[src/rtl/fmhb_pkg.sv]
// Package for the four-motor H-bridge drive: command codes, duty constants
// and the motor-to-channel pin map. No dependencies.
package fmhb_pkg;

  localparam int unsigned MOTOR_COUNT  = 4;
  localparam int unsigned NUM_CHANNELS = 8;
  localparam int unsigned DUTY_W       = 12;
  localparam int unsigned SPEED_W      = 16;
  localparam int unsigned MS_W         = 16;
  localparam int unsigned ELAPSED_W    = 17;
  localparam int unsigned MOTOR_W      = 2;
  localparam int unsigned CHAN_W       = 3;

  localparam logic [DUTY_W-1:0]    DUTY_FULL   = 12'd4095;
  localparam logic [DUTY_W-1:0]    DUTY_OFF    = 12'd0;
  localparam logic [ELAPSED_W-1:0] ELAPSED_MAX = 17'd131071;
  localparam logic signed [SPEED_W-1:0] SPEED_MAX = 16'sd255;
  localparam logic signed [SPEED_W-1:0] SPEED_MIN = -16'sd255;

  typedef enum logic [2:0] {
    FN_SET_CHANGED = 3'd0,
    FN_SET_ALWAYS  = 3'd1,
    FN_BRAKE_ONE   = 3'd2,
    FN_COAST_ONE   = 3'd3,
    FN_BRAKE_ALL   = 3'd4,
    FN_COAST_ALL   = 3'd5,
    FN_TIMED_BRAKE = 3'd6,
    FN_TICK        = 3'd7
  } func_t;

  typedef logic [DUTY_W-1:0]  duty_t;
  typedef logic [SPEED_W-1:0] speed_t;
  typedef logic [CHAN_W-1:0]  chan_t;

  // IN1 and IN2 channel of each motor; the right side is wired mirrored.
  localparam chan_t PIN_A [MOTOR_COUNT] = '{3'd0, 3'd2, 3'd7, 3'd5};
  localparam chan_t PIN_B [MOTOR_COUNT] = '{3'd1, 3'd3, 3'd6, 3'd4};

endpackage

[src/rtl/four_motor_hbridge_drive.sv]
// Four-motor H-bridge drive: command decode, duty bank, stored speeds and
// timed brake in one registered stage. Depends on fmhb_pkg.

// Takes one command per clock cycle and returns one result beat per
// command, in the cycle after acceptance. The command is decoded and applied to
// the duty bank, the four stored speeds and the timed-brake counter in a
// single pass of logic; the result sits in an output register, and a new
// command is taken in the same cycle that the waiting result is taken, so
// the rate is one command per cycle as long as the consumer keeps out_ready
// high. The duty and braking outputs show the bank as it stands after the
// command of the beat they belong to.
module four_motor_hbridge_drive
  import fmhb_pkg::*;
(
  input  logic               clk,
  input  logic               rst_n,
  input  logic               in_valid,
  output logic               in_ready,
  input  logic [2:0]         in_func,
  input  logic [MOTOR_W-1:0] in_motor,
  input  logic signed [15:0] in_speed,
  input  logic [MS_W-1:0]    in_brake_ms,
  output logic               out_valid,
  input  logic               out_ready,
  output logic               out_flush,
  output logic [11:0]        out_duty_0,
  output logic [11:0]        out_duty_1,
  output logic [11:0]        out_duty_2,
  output logic [11:0]        out_duty_3,
  output logic [11:0]        out_duty_4,
  output logic [11:0]        out_duty_5,
  output logic [11:0]        out_duty_6,
  output logic [11:0]        out_duty_7,
  output logic               out_braking_now,
  output logic signed [15:0] out_motor_speed
);

  speed_t               speed_r      [MOTOR_COUNT];
  speed_t               speed_nxt    [MOTOR_COUNT];
  duty_t                duty_r       [NUM_CHANNELS];
  duty_t                duty_nxt     [NUM_CHANNELS];
  logic                 brake_r,     brake_nxt;
  logic [ELAPSED_W-1:0] elapsed_r,   elapsed_nxt;
  logic [MS_W-1:0]      length_r,    length_nxt;
  logic                 out_valid_r;
  logic                 flush_r,     flush_nxt;
  speed_t               mspeed_r;

  logic                 accept;
  func_t                func;
  logic [7:0]           mag;
  duty_t                drive_duty;
  logic                 drive_en;
  logic                 hold_one_en;
  logic                 hold_all_en;
  duty_t                hold_level;
  logic [ELAPSED_W-1:0] elapsed_inc;

  assign in_ready = !out_valid_r || out_ready;
  assign accept   = in_valid && in_ready;
  assign func     = func_t'(in_func);

  // Clamp to +/-255 and scale by 16; the sign picks IN1 or IN2.
  always_comb begin
    if (in_speed[15]) begin
      mag = (in_speed < SPEED_MIN) ? 8'd255 : 8'((-in_speed));
    end else begin
      mag = (in_speed > SPEED_MAX) ? 8'd255 : in_speed[7:0];
    end
    drive_duty = {mag, 4'b0000};
  end

  assign elapsed_inc = (elapsed_r == ELAPSED_MAX) ? elapsed_r : elapsed_r + 1'b1;

  always_comb begin
    drive_en    = 1'b0;
    hold_one_en = 1'b0;
    hold_all_en = 1'b0;
    hold_level  = DUTY_OFF;
    flush_nxt   = 1'b0;
    brake_nxt   = brake_r;
    elapsed_nxt = elapsed_r;
    length_nxt  = length_r;
    unique case (func)
      FN_SET_CHANGED: begin
        drive_en  = (speed_r[in_motor] != speed_t'(in_speed));
        flush_nxt = drive_en;
      end
      FN_SET_ALWAYS: begin
        drive_en  = 1'b1;
        flush_nxt = 1'b1;
      end
      FN_BRAKE_ONE: begin
        hold_one_en = 1'b1;
        hold_level  = DUTY_FULL;
        flush_nxt   = 1'b1;
      end
      FN_COAST_ONE: begin
        hold_one_en = 1'b1;
        flush_nxt   = 1'b1;
      end
      FN_BRAKE_ALL: begin
        hold_all_en = 1'b1;
        hold_level  = DUTY_FULL;
        flush_nxt   = 1'b1;
      end
      FN_COAST_ALL: begin
        hold_all_en = 1'b1;
        flush_nxt   = 1'b1;
      end
      FN_TIMED_BRAKE: begin
        hold_all_en = 1'b1;
        hold_level  = DUTY_FULL;
        flush_nxt   = 1'b1;
        brake_nxt   = 1'b1;
        elapsed_nxt = '0;
        length_nxt  = in_brake_ms;
      end
      FN_TICK: begin
        if (brake_r) begin
          elapsed_nxt = elapsed_inc;
          if (elapsed_inc >= {1'b0, length_r}) begin
            hold_all_en = 1'b1;
            brake_nxt   = 1'b0;
            flush_nxt   = 1'b1;
          end
        end
      end
    endcase
  end

  // Per-motor update of the duty pair and the stored speed.
  always_comb begin
    duty_nxt  = duty_r;
    speed_nxt = speed_r;
    for (int m = 0; m < MOTOR_COUNT; m++) begin
      if (hold_all_en || (hold_one_en && in_motor == MOTOR_W'(m))) begin
        duty_nxt[PIN_A[m]] = hold_level;
        duty_nxt[PIN_B[m]] = hold_level;
        speed_nxt[m]       = '0;
      end else if (drive_en && in_motor == MOTOR_W'(m)) begin
        duty_nxt[PIN_A[m]] = in_speed[15] ? DUTY_OFF : drive_duty;
        duty_nxt[PIN_B[m]] = in_speed[15] ? drive_duty : DUTY_OFF;
        speed_nxt[m]       = speed_t'(in_speed);
      end
    end
  end

  always_ff @(posedge clk) begin
    if (!rst_n) begin
      out_valid_r <= 1'b0;
      flush_r     <= 1'b0;
      brake_r     <= 1'b0;
      elapsed_r   <= '0;
      length_r    <= '0;
      mspeed_r    <= '0;
      for (int m = 0; m < MOTOR_COUNT; m++) speed_r[m] <= '0;
      for (int c = 0; c < NUM_CHANNELS; c++) duty_r[c] <= DUTY_OFF;
    end else begin
      if (accept) begin
        out_valid_r <= 1'b1;
        flush_r     <= flush_nxt;
        brake_r     <= brake_nxt;
        elapsed_r   <= elapsed_nxt;
        length_r    <= length_nxt;
        mspeed_r    <= speed_nxt[in_motor];
        speed_r     <= speed_nxt;
        duty_r      <= duty_nxt;
      end else if (out_ready) begin
        out_valid_r <= 1'b0;
      end
    end
  end

  // The bank only changes on an accepted beat, which also replaces the
  // result, so the live bank always belongs to the beat on the outputs.
  assign out_valid       = out_valid_r;
  assign out_flush       = flush_r;
  assign out_duty_0      = duty_r[0];
  assign out_duty_1      = duty_r[1];
  assign out_duty_2      = duty_r[2];
  assign out_duty_3      = duty_r[3];
  assign out_duty_4      = duty_r[4];
  assign out_duty_5      = duty_r[5];
  assign out_duty_6      = duty_r[6];
  assign out_duty_7      = duty_r[7];
  assign out_braking_now = brake_r;
  assign out_motor_speed = mspeed_r;

`ifndef NO_ASSERTIONS
  a_timed_brake: assert property (@(posedge clk) disable iff (!rst_n)
    accept && in_func == FN_TIMED_BRAKE |=>
      out_valid && out_flush && out_braking_now && out_duty_0 == DUTY_FULL &&
      out_duty_7 == DUTY_FULL && out_motor_speed == 16'sd0)
    else $error("timed brake did not brake all motors");

  a_coast_all: assert property (@(posedge clk) disable iff (!rst_n)
    accept && in_func == FN_COAST_ALL |=>
      out_flush && out_duty_1 == DUTY_OFF && out_duty_4 == DUTY_OFF &&
      out_motor_speed == 16'sd0)
    else $error("coast all left a channel driven");

  a_same_speed: assert property (@(posedge clk) disable iff (!rst_n)
    accept && in_func == FN_SET_CHANGED && speed_r[in_motor] == speed_t'(in_speed) |=>
      !out_flush && $stable(duty_r[0]) && $stable(duty_r[5]))
    else $error("unchanged speed caused a flush");

  a_brake_end: assert property (@(posedge clk) disable iff (!rst_n)
    $fell(brake_r) && out_valid |-> out_flush && out_duty_2 == DUTY_OFF)
    else $error("brake ended without coasting");
`endif

endmodule
[config.mk]
export PLATFORM = sky130hd
export DESIGN_NAME = four_motor_hbridge_drive
export DESIGN_NICKNAME = d
export VERILOG_FILES = /design/src/rtl/fmhb_pkg.sv /design/src/rtl/four_motor_hbridge_drive.sv
export SDC_FILE = /design/constraint.sdc
export NUM_CORES = 1
export LEC_CHECK = 0
export BUFFER_PORTS_ARGS = -buffer_cell sky130_fd_sc_hd__buf_2
export CORE_AREA = 2 2 175 160
export DETAILED_ROUTE_END_ITERATION = 7
export DIE_AREA = 0 0 177 162
export PLACE_DENSITY_LB_ADDON = 0.25
export SYNTH_ARGS = -nofsm -noshare
export SYNTH_HDL_FRONTEND = slang
export SYNTH_SLANG_ARGS = --single-unit
[constraint.sdc]
create_clock -name clk -period 13.58 [get_ports clk]
set_input_delay 0.679 -clock clk [delete_from_list [all_inputs] [get_ports clk]]
set_output_delay 0.679 -clock clk [all_outputs]
set_load 0.01 [all_outputs]
# After elaboration in Yosys (flattened, before gate mapping)

Cells that the tools add are included.

Add/sub/neg operators: 2
Mux-type cells: 42
Bitwise gates (word level): 1
Equal/unequal tests: 13
Reduce and logical (&&, ||, !) cells: 34
Magnitude comparators: 4

Operators with widths:

| operator                | number |
|---|---|
| $mux W16                | 12 |
| $mux W24                | 8 |
| $bmux W16 S2            | 2 |
| $mux W12                | 3 |
| $mux W17                | 2 |
| $pmux W17 S2            | 1 |
| $mux W8                 | 3 |
| $add A17 B1 Y17 const B | 1 |
| $eq A17 B17 Y1 const B  | 1 |
| $ge A17 B16 Y1          | 1 |
| $gt A16 B9 Y1 const B   | 1 |
| $lt A16 B9 Y1 const B   | 1 |
| $ne A16 B16 Y1          | 1 |
| $eq A3 B3 Y1 const B    | 4 |
| $reduce_and A2 Y1       | 6 |
| $reduce_bool A2 Y1      | 6 |
| $logic_and A1 B1 Y1     | 9 |
| $neg A8 Y8              | 1 |
| $mux W1                 | 7 |
| $eq A3 B2 Y1 const B    | 2 |
| $pmux W1 S2             | 3 |
| $reduce_or A3 Y1        | 2 |
| $reduce_or A6 Y1        | 1 |
| $logic_or A1 B1 Y1      | 5 |
| 12 further kinds        | 13 |

Register bits: 212

# Logic depth before layout (Yosys ltp)

Depth after elaboration: 12
Mapped depth: 20
Gate-level depth less buffers: 16

# Least setup slack after synthesis

OpenSTA, ideal clock, no wires.

Path kind: register -> register
From: register elapsed_r[0]
To: register duty_r, in the netlist out_duty_2[3]
Clock period less this slack: 4501 ps
Buffers on the path: 4
Arrival: 4424 ps
Data required time: 13503 ps
Path slack: 9079 ps
Cell stages (with the launch flop): 21
Cell sequence: dfxtp_1 > ha_1 > nand3_1 > or2_1 > or4_1 > clkbuf_1 > nor3b_1 > nand3_1 > xnor2_1 > ha_1 > nand4_1 > nor3_1 > a311oi_1 > or3b_1 > o31a_1 > o21a_1 > clkbuf_1 > or2_1 > buf_2 > buf_2 > o22ai_1

Word-level cells in the longest chain between the ends: 9

Ends and longest elaborated chain:

| element                                           | RTL line                        | text |
|---|---|---|
| start, declared                                   | four_motor_hbridge_drive.sv:43  | `logic [ELAPSED_W-1:0] elapsed_r, elapsed_nxt;` |
| start signal, assigned                            | four_motor_hbridge_drive.sv:164 | `elapsed_r <= elapsed_nxt;` |
| $add A17 B1 Y17 or $eq A17 B17 Y1 (tied branches) | four_motor_hbridge_drive.sv:73  | `assign elapsed_inc = (elapsed_r == ELAPSED_MAX) ? elapsed_r : elapsed_r + 1'b1;` |
| $mux W17 (*)                                      | four_motor_hbridge_drive.sv:73  |  |
| $ge A17 B16 Y1 (*)                                | four_motor_hbridge_drive.sv:122 | `if (elapsed_inc >= {1'b0, length_r}) begin` |
| $mux W1 (*)                                       | four_motor_hbridge_drive.sv:122 |  |
| $mux W1 (*)                                       | four_motor_hbridge_drive.sv:120 | `if (brake_r) begin` |
| $pmux W1 S2 (*)                                   | four_motor_hbridge_drive.sv:84  | `unique case (func)` |
| $logic_or A1 B1 Y1 (*)                            | four_motor_hbridge_drive.sv:137 | `if (hold_all_en \|\| (hold_one_en && in_motor == MOTOR_W'(m))) begin` |
| $reduce_bool A2 Y1 (no source line)               | n/a                             |  |
| $reduce_and A2 Y1 (no source line)                | n/a                             |  |
| end signal, assigned                              | four_motor_hbridge_drive.sv:168 | `duty_r <= duty_nxt;` |
| end, declared                                     | four_motor_hbridge_drive.sv:40  | `duty_t duty_r [NUM_CHANNELS];` |

Mark *: on every way between the ends. The rest lies on a longest branch, timed or not.
A chain may end at the register's enable or synchronous reset.

# Worst setup path after layout

From: register elapsed_r[0]
To: register speed_r[2] (netlist name)

Word-level cells in the longest chain between the ends: 8

Ends and longest elaborated chain:

| element                                           | RTL line                        | text |
|---|---|---|
| $add A17 B1 Y17 or $eq A17 B17 Y1 (tied branches) | four_motor_hbridge_drive.sv:73  |  |
| $mux W17 (*)                                      | four_motor_hbridge_drive.sv:73  |  |
| $ge A17 B16 Y1 (*)                                | four_motor_hbridge_drive.sv:122 |  |
| $mux W1 (*)                                       | four_motor_hbridge_drive.sv:122 |  |
| $mux W1 (*)                                       | four_motor_hbridge_drive.sv:120 |  |
| $pmux W1 S2 (*)                                   | four_motor_hbridge_drive.sv:84  |  |
| $logic_or A1 B1 Y1 (*)                            | four_motor_hbridge_drive.sv:137 |  |
| $mux W16 (*)                                      | four_motor_hbridge_drive.sv:137 |  |
| end signal, assigned                              | four_motor_hbridge_drive.sv:167 | `speed_r <= speed_nxt;` |
| end, declared                                     | four_motor_hbridge_drive.sv:38  | `speed_t speed_r [MOTOR_COUNT];` |

Marked as above.

==> results.cfg <==
[outcome]
status = finished, final reports clean

[yosys]
synth_cell_types = 68
synth_edf_count = 0
synth_cells = 1108
syn_area_per_cell_um2 = 8.38
synth_ff_type = dfxtp_1
synth_area_leaders = dfxtp_1 40%, nand2_1 6.5%, a21oi_1 4.0%, nand3_1 3.2%, mux4_2 2.9%
synth_nets = 1167
synthArstFlopShare_pct = 0
yosys_warnings = 0
ys_ff_latch = 184
synth_top_cell_by_area = dfxtp_1
yosysSeqAreaShare_pct = 39.7
synth_top_area_share_pct = 39.7
syn_area_mm2 = 0.00928

[timing]
slew_viol_final = 0
hold_viol = 0
slew_headroom_pct = 25.1
whs_ns = 0.449
setup_viol = 0
tightest_slew_ns = 1.12
fin_setup_tns_ns = 0
min_period_over_period_pct = 43.7
min_period_ns = 5.94
rsz0062_at_grt = false
fmax_mhz = 168
fin_skew_ns = 0.0155

[die]
die_w_um = 177
core_area_mm2 = 0.0267
ios = 157
row_count = 57
start_util_pct = 34.7
die_area_mm2 = 0.0287
die_h_um = 162

[cts]
cts_resized = 0
clkTransAtPathRegs_ns = 0.07
cts_setup_buffers = 0
h-tree-depth = 4
max-clock-path-buffers = 2
clk_latency_ns = 0.44
cts_tree = built
cts_buffers = 17
ctsHoldBuffers = 0
cts.sinks = 184
root_buffer = clkbuf_16

[grt]
grt_pass1_vias = 7549
met3_usage_pct = 4.19
grt.busiest_layer = met1
grt_use_met1_pct = 30.1
gr-total-overflow = 0
grtUsageTotal_pct = 19.9
grt_max_degree = 85
grt_pass1_wl_um = 44200
grt.met2_usage_pct = 28.6
antenna_found_initial = 0

[cells_and_area]
diodes = 0
fin_area_mm2 = 0.0106
area_delta_synth_final_pct = 13.9
drive_gt1_share_pct = 20.4
finalNetCount = 1228
fin_util_pct = 39.5

[detailed_routing]
drt-total-wl_um = 28500
post_drt_wl_per_cell_um = 18.5
drc_errors = 0
viasPerCell = 5.36
first_iter_violations = 654
ant_nets = 0
via_count = 8222
drt_pass1_iterations = 5

[power]
powerDensity_mw_per_mm2 = 116
peakVddDrop_uv = 90.5
p_clk_share_pct = 39.6
combPwrFrac_pct = 13.6
power.total_w = 0.00123
intPower_w = 0.000876
seq_power_share_pct = 46.8
p_leak_nw = 4.15
netSwitchingPower_w = 0.000356
netSwitchingFraction_pct = 28.9

[critical_path]
cp-end-kind = register
cp_cell_sequence = ha_1 > nand3_1 > or2_1 > or4_1 > nor3b_1 > nand4_1 > xnor2_1 > ha_1 > nand2_1 > nor3_1 > a311oi_1 > or3b_1 > o31ai_2 > buf_4 > a31oi_2 > nor2_2 > a22o_1
cpMostUsedCell = ha_1
worst_path_max_delay_cell = nor2_2
worstPathArrival_ns = 6.32
worst-path-buf-inv = 1
cp-start-kind = register
path_max_fanout = 23
crit_required_ns = 13.96
crit_type = reg -> reg
cp_top_family = simple AND/OR/NAND/NOR gates
slowest_delay_ns = 0.93

[place]
io_buffers = 156
placed_area_mm2 = 0.0100
gp_congestion = 0.816
dp_hpwl_um = 19300

[flow_run]
maxCapViolations = 0

[min_path]
min_path_type = reg -> reg
cells in the mapped netlist (all sizes together), types with 4 or more instances:
cell      n
o22ai    25
nand2b    7
nand4     9
nor4      8
a21boi   11
or3b     14
a32o      7
or3       4
xor2     20
o21ai    77
inv      27
a31oi    20
o21a      8
nand3    59
buf      56
a22o     16
a21oi    74
clkbuf   71
nor3     19
or2       4
mux4     12
ha       18
nand2   164
nor2     67
a221oi    8
and2      4
a311oi    8
dfxtp   184
o31ai    37
mux2i     9
xnor2    19
o221a     8
metal layers:
layer	vias to the layer above	share of wire [%]
met3	17	6.2
met5	-	0
met4	0	0.94
met2	257	42
met1	3895	50
li1	4053	-
power groups by stage:
| stage | sequential, W | clock (W) | combinational, W |
|---|---|---|---|
| 2_1_floorplan | 0.000593 | 0 | 0.000106 |
| 3_3_place_gp | 0.000589 | 0 | 0.000166 |
| 3_5_place_dp | 0.000589 | 0 | 0.000167 |
| 4_1_cts | 0.000577 | 0.000496 | 0.000168 |
| 5_1_grt | 0.000579 | 0.000521 | 0.000184 |
| 6_report | 0.000577 | 0.000487 | 0.000168 |
cells by family after synthesis:
kind of cell | count (synthesis) | share of synthesized area [%]
multiplexers | 23 | 4.12
XOR/XNOR | 39 | 3.68
buffers and inverters | 154 | 7.91
adder cells (fa/ha/maj) | 18 | 2.43
AND/OR/NAND/NOR | 372 | 18.9
flip-flops | 184 | 39.7
AO/OA/AOI/OAI | 318 | 23.2
through the flow:
step / instances / worst slack, ns
finish: 1535 / 7.64
global route: 1535 / 7.10
CTS: 1535 / 7.74
detailed placement: 1504 / 7.76
global placement: 1504 / 7.87
floorplan: 1108 / 9.08
worst register-to-register path, cell delays in order, from the launching register on:
cell and delay [ns]:
dfxtp_1 0.35, ha_1 0.24, nand3_1 0.08, or2_1 0.15, or4_1 0.32, nor3b_1 0.78
nand4_1 0.30, xnor2_1 0.20, ha_1 0.29, nand2_1 0.10, nor3_1 0.07, a311oi_1 0.44
or3b_1 0.45, o31ai_2 0.20, buf_4 0.27, a31oi_2 0.44, nor2_2 0.93, a22o_1 0.29
layout make-up:
| type | count | area (um2) |
|---|---|---|
| Multi-Input combinational cell | 770 | 4910 |
| Inverter | 27 | 101 |
| Tap cell | 354 | 443 |
| Clock buffer | 18 | 439 |
| Clock inverter | 13 | 120 |
| Fill cell | 2761 | 16200 |
| Sequential cell | 184 | 3680 |
| Timing Repair Buffer | 169 | 881 |
layout by cell type (no fill, tap or decap), drive strengths merged, types with 3 or more instances in the layout:
cell        n
dfxtp     184
a21boi     11
xnor2      19
clkinv      5
nand2     164
or2         4
a311oi      8
o21a        8
a31oi      20
a221oi      8
mux2i       9
nand3      59
mux4       12
nor4        8
o31ai      37
xor2       20
ha         18
and3        3
inv        31
nand4       9
and2        4
clkinvlp    3
a32o        7
nor2       67
a22o       16
buf       169
o22ai      25
or3b       14
o21ai      77
clkbuf     18
nor3       19
o221a       8
or3         4
nand2b      7
a21o        3
a21oi      74
worst paths after layout:
check                                    from             to  slack [ns]  depth (start not counted)
worst max-delay path             elapsed_r[0]     speed_r[2]        7.64                         17
worst min-delay path            out_duty_6[5]  out_duty_6[5]        0.45                          2
worst max register to register   elapsed_r[0]     speed_r[2]        7.64                         17
worst min register to register  out_duty_6[5]  out_duty_6[5]        0.45                          2
sequential cells by signal, indices dropped and copies added, names as in the netlist:
signal and flops:
speed_r 64, elapsed_r 17, length_r 16, out_motor_speed 16
out_duty_0 9, out_duty_2 9, out_duty_4 9, out_duty_6 9
out_duty_1 8, out_duty_3 8, out_duty_5 8, out_duty_7 8
out_braking_now 1, out_flush 1, out_valid 1
Power figures use the tool's default switching activity.
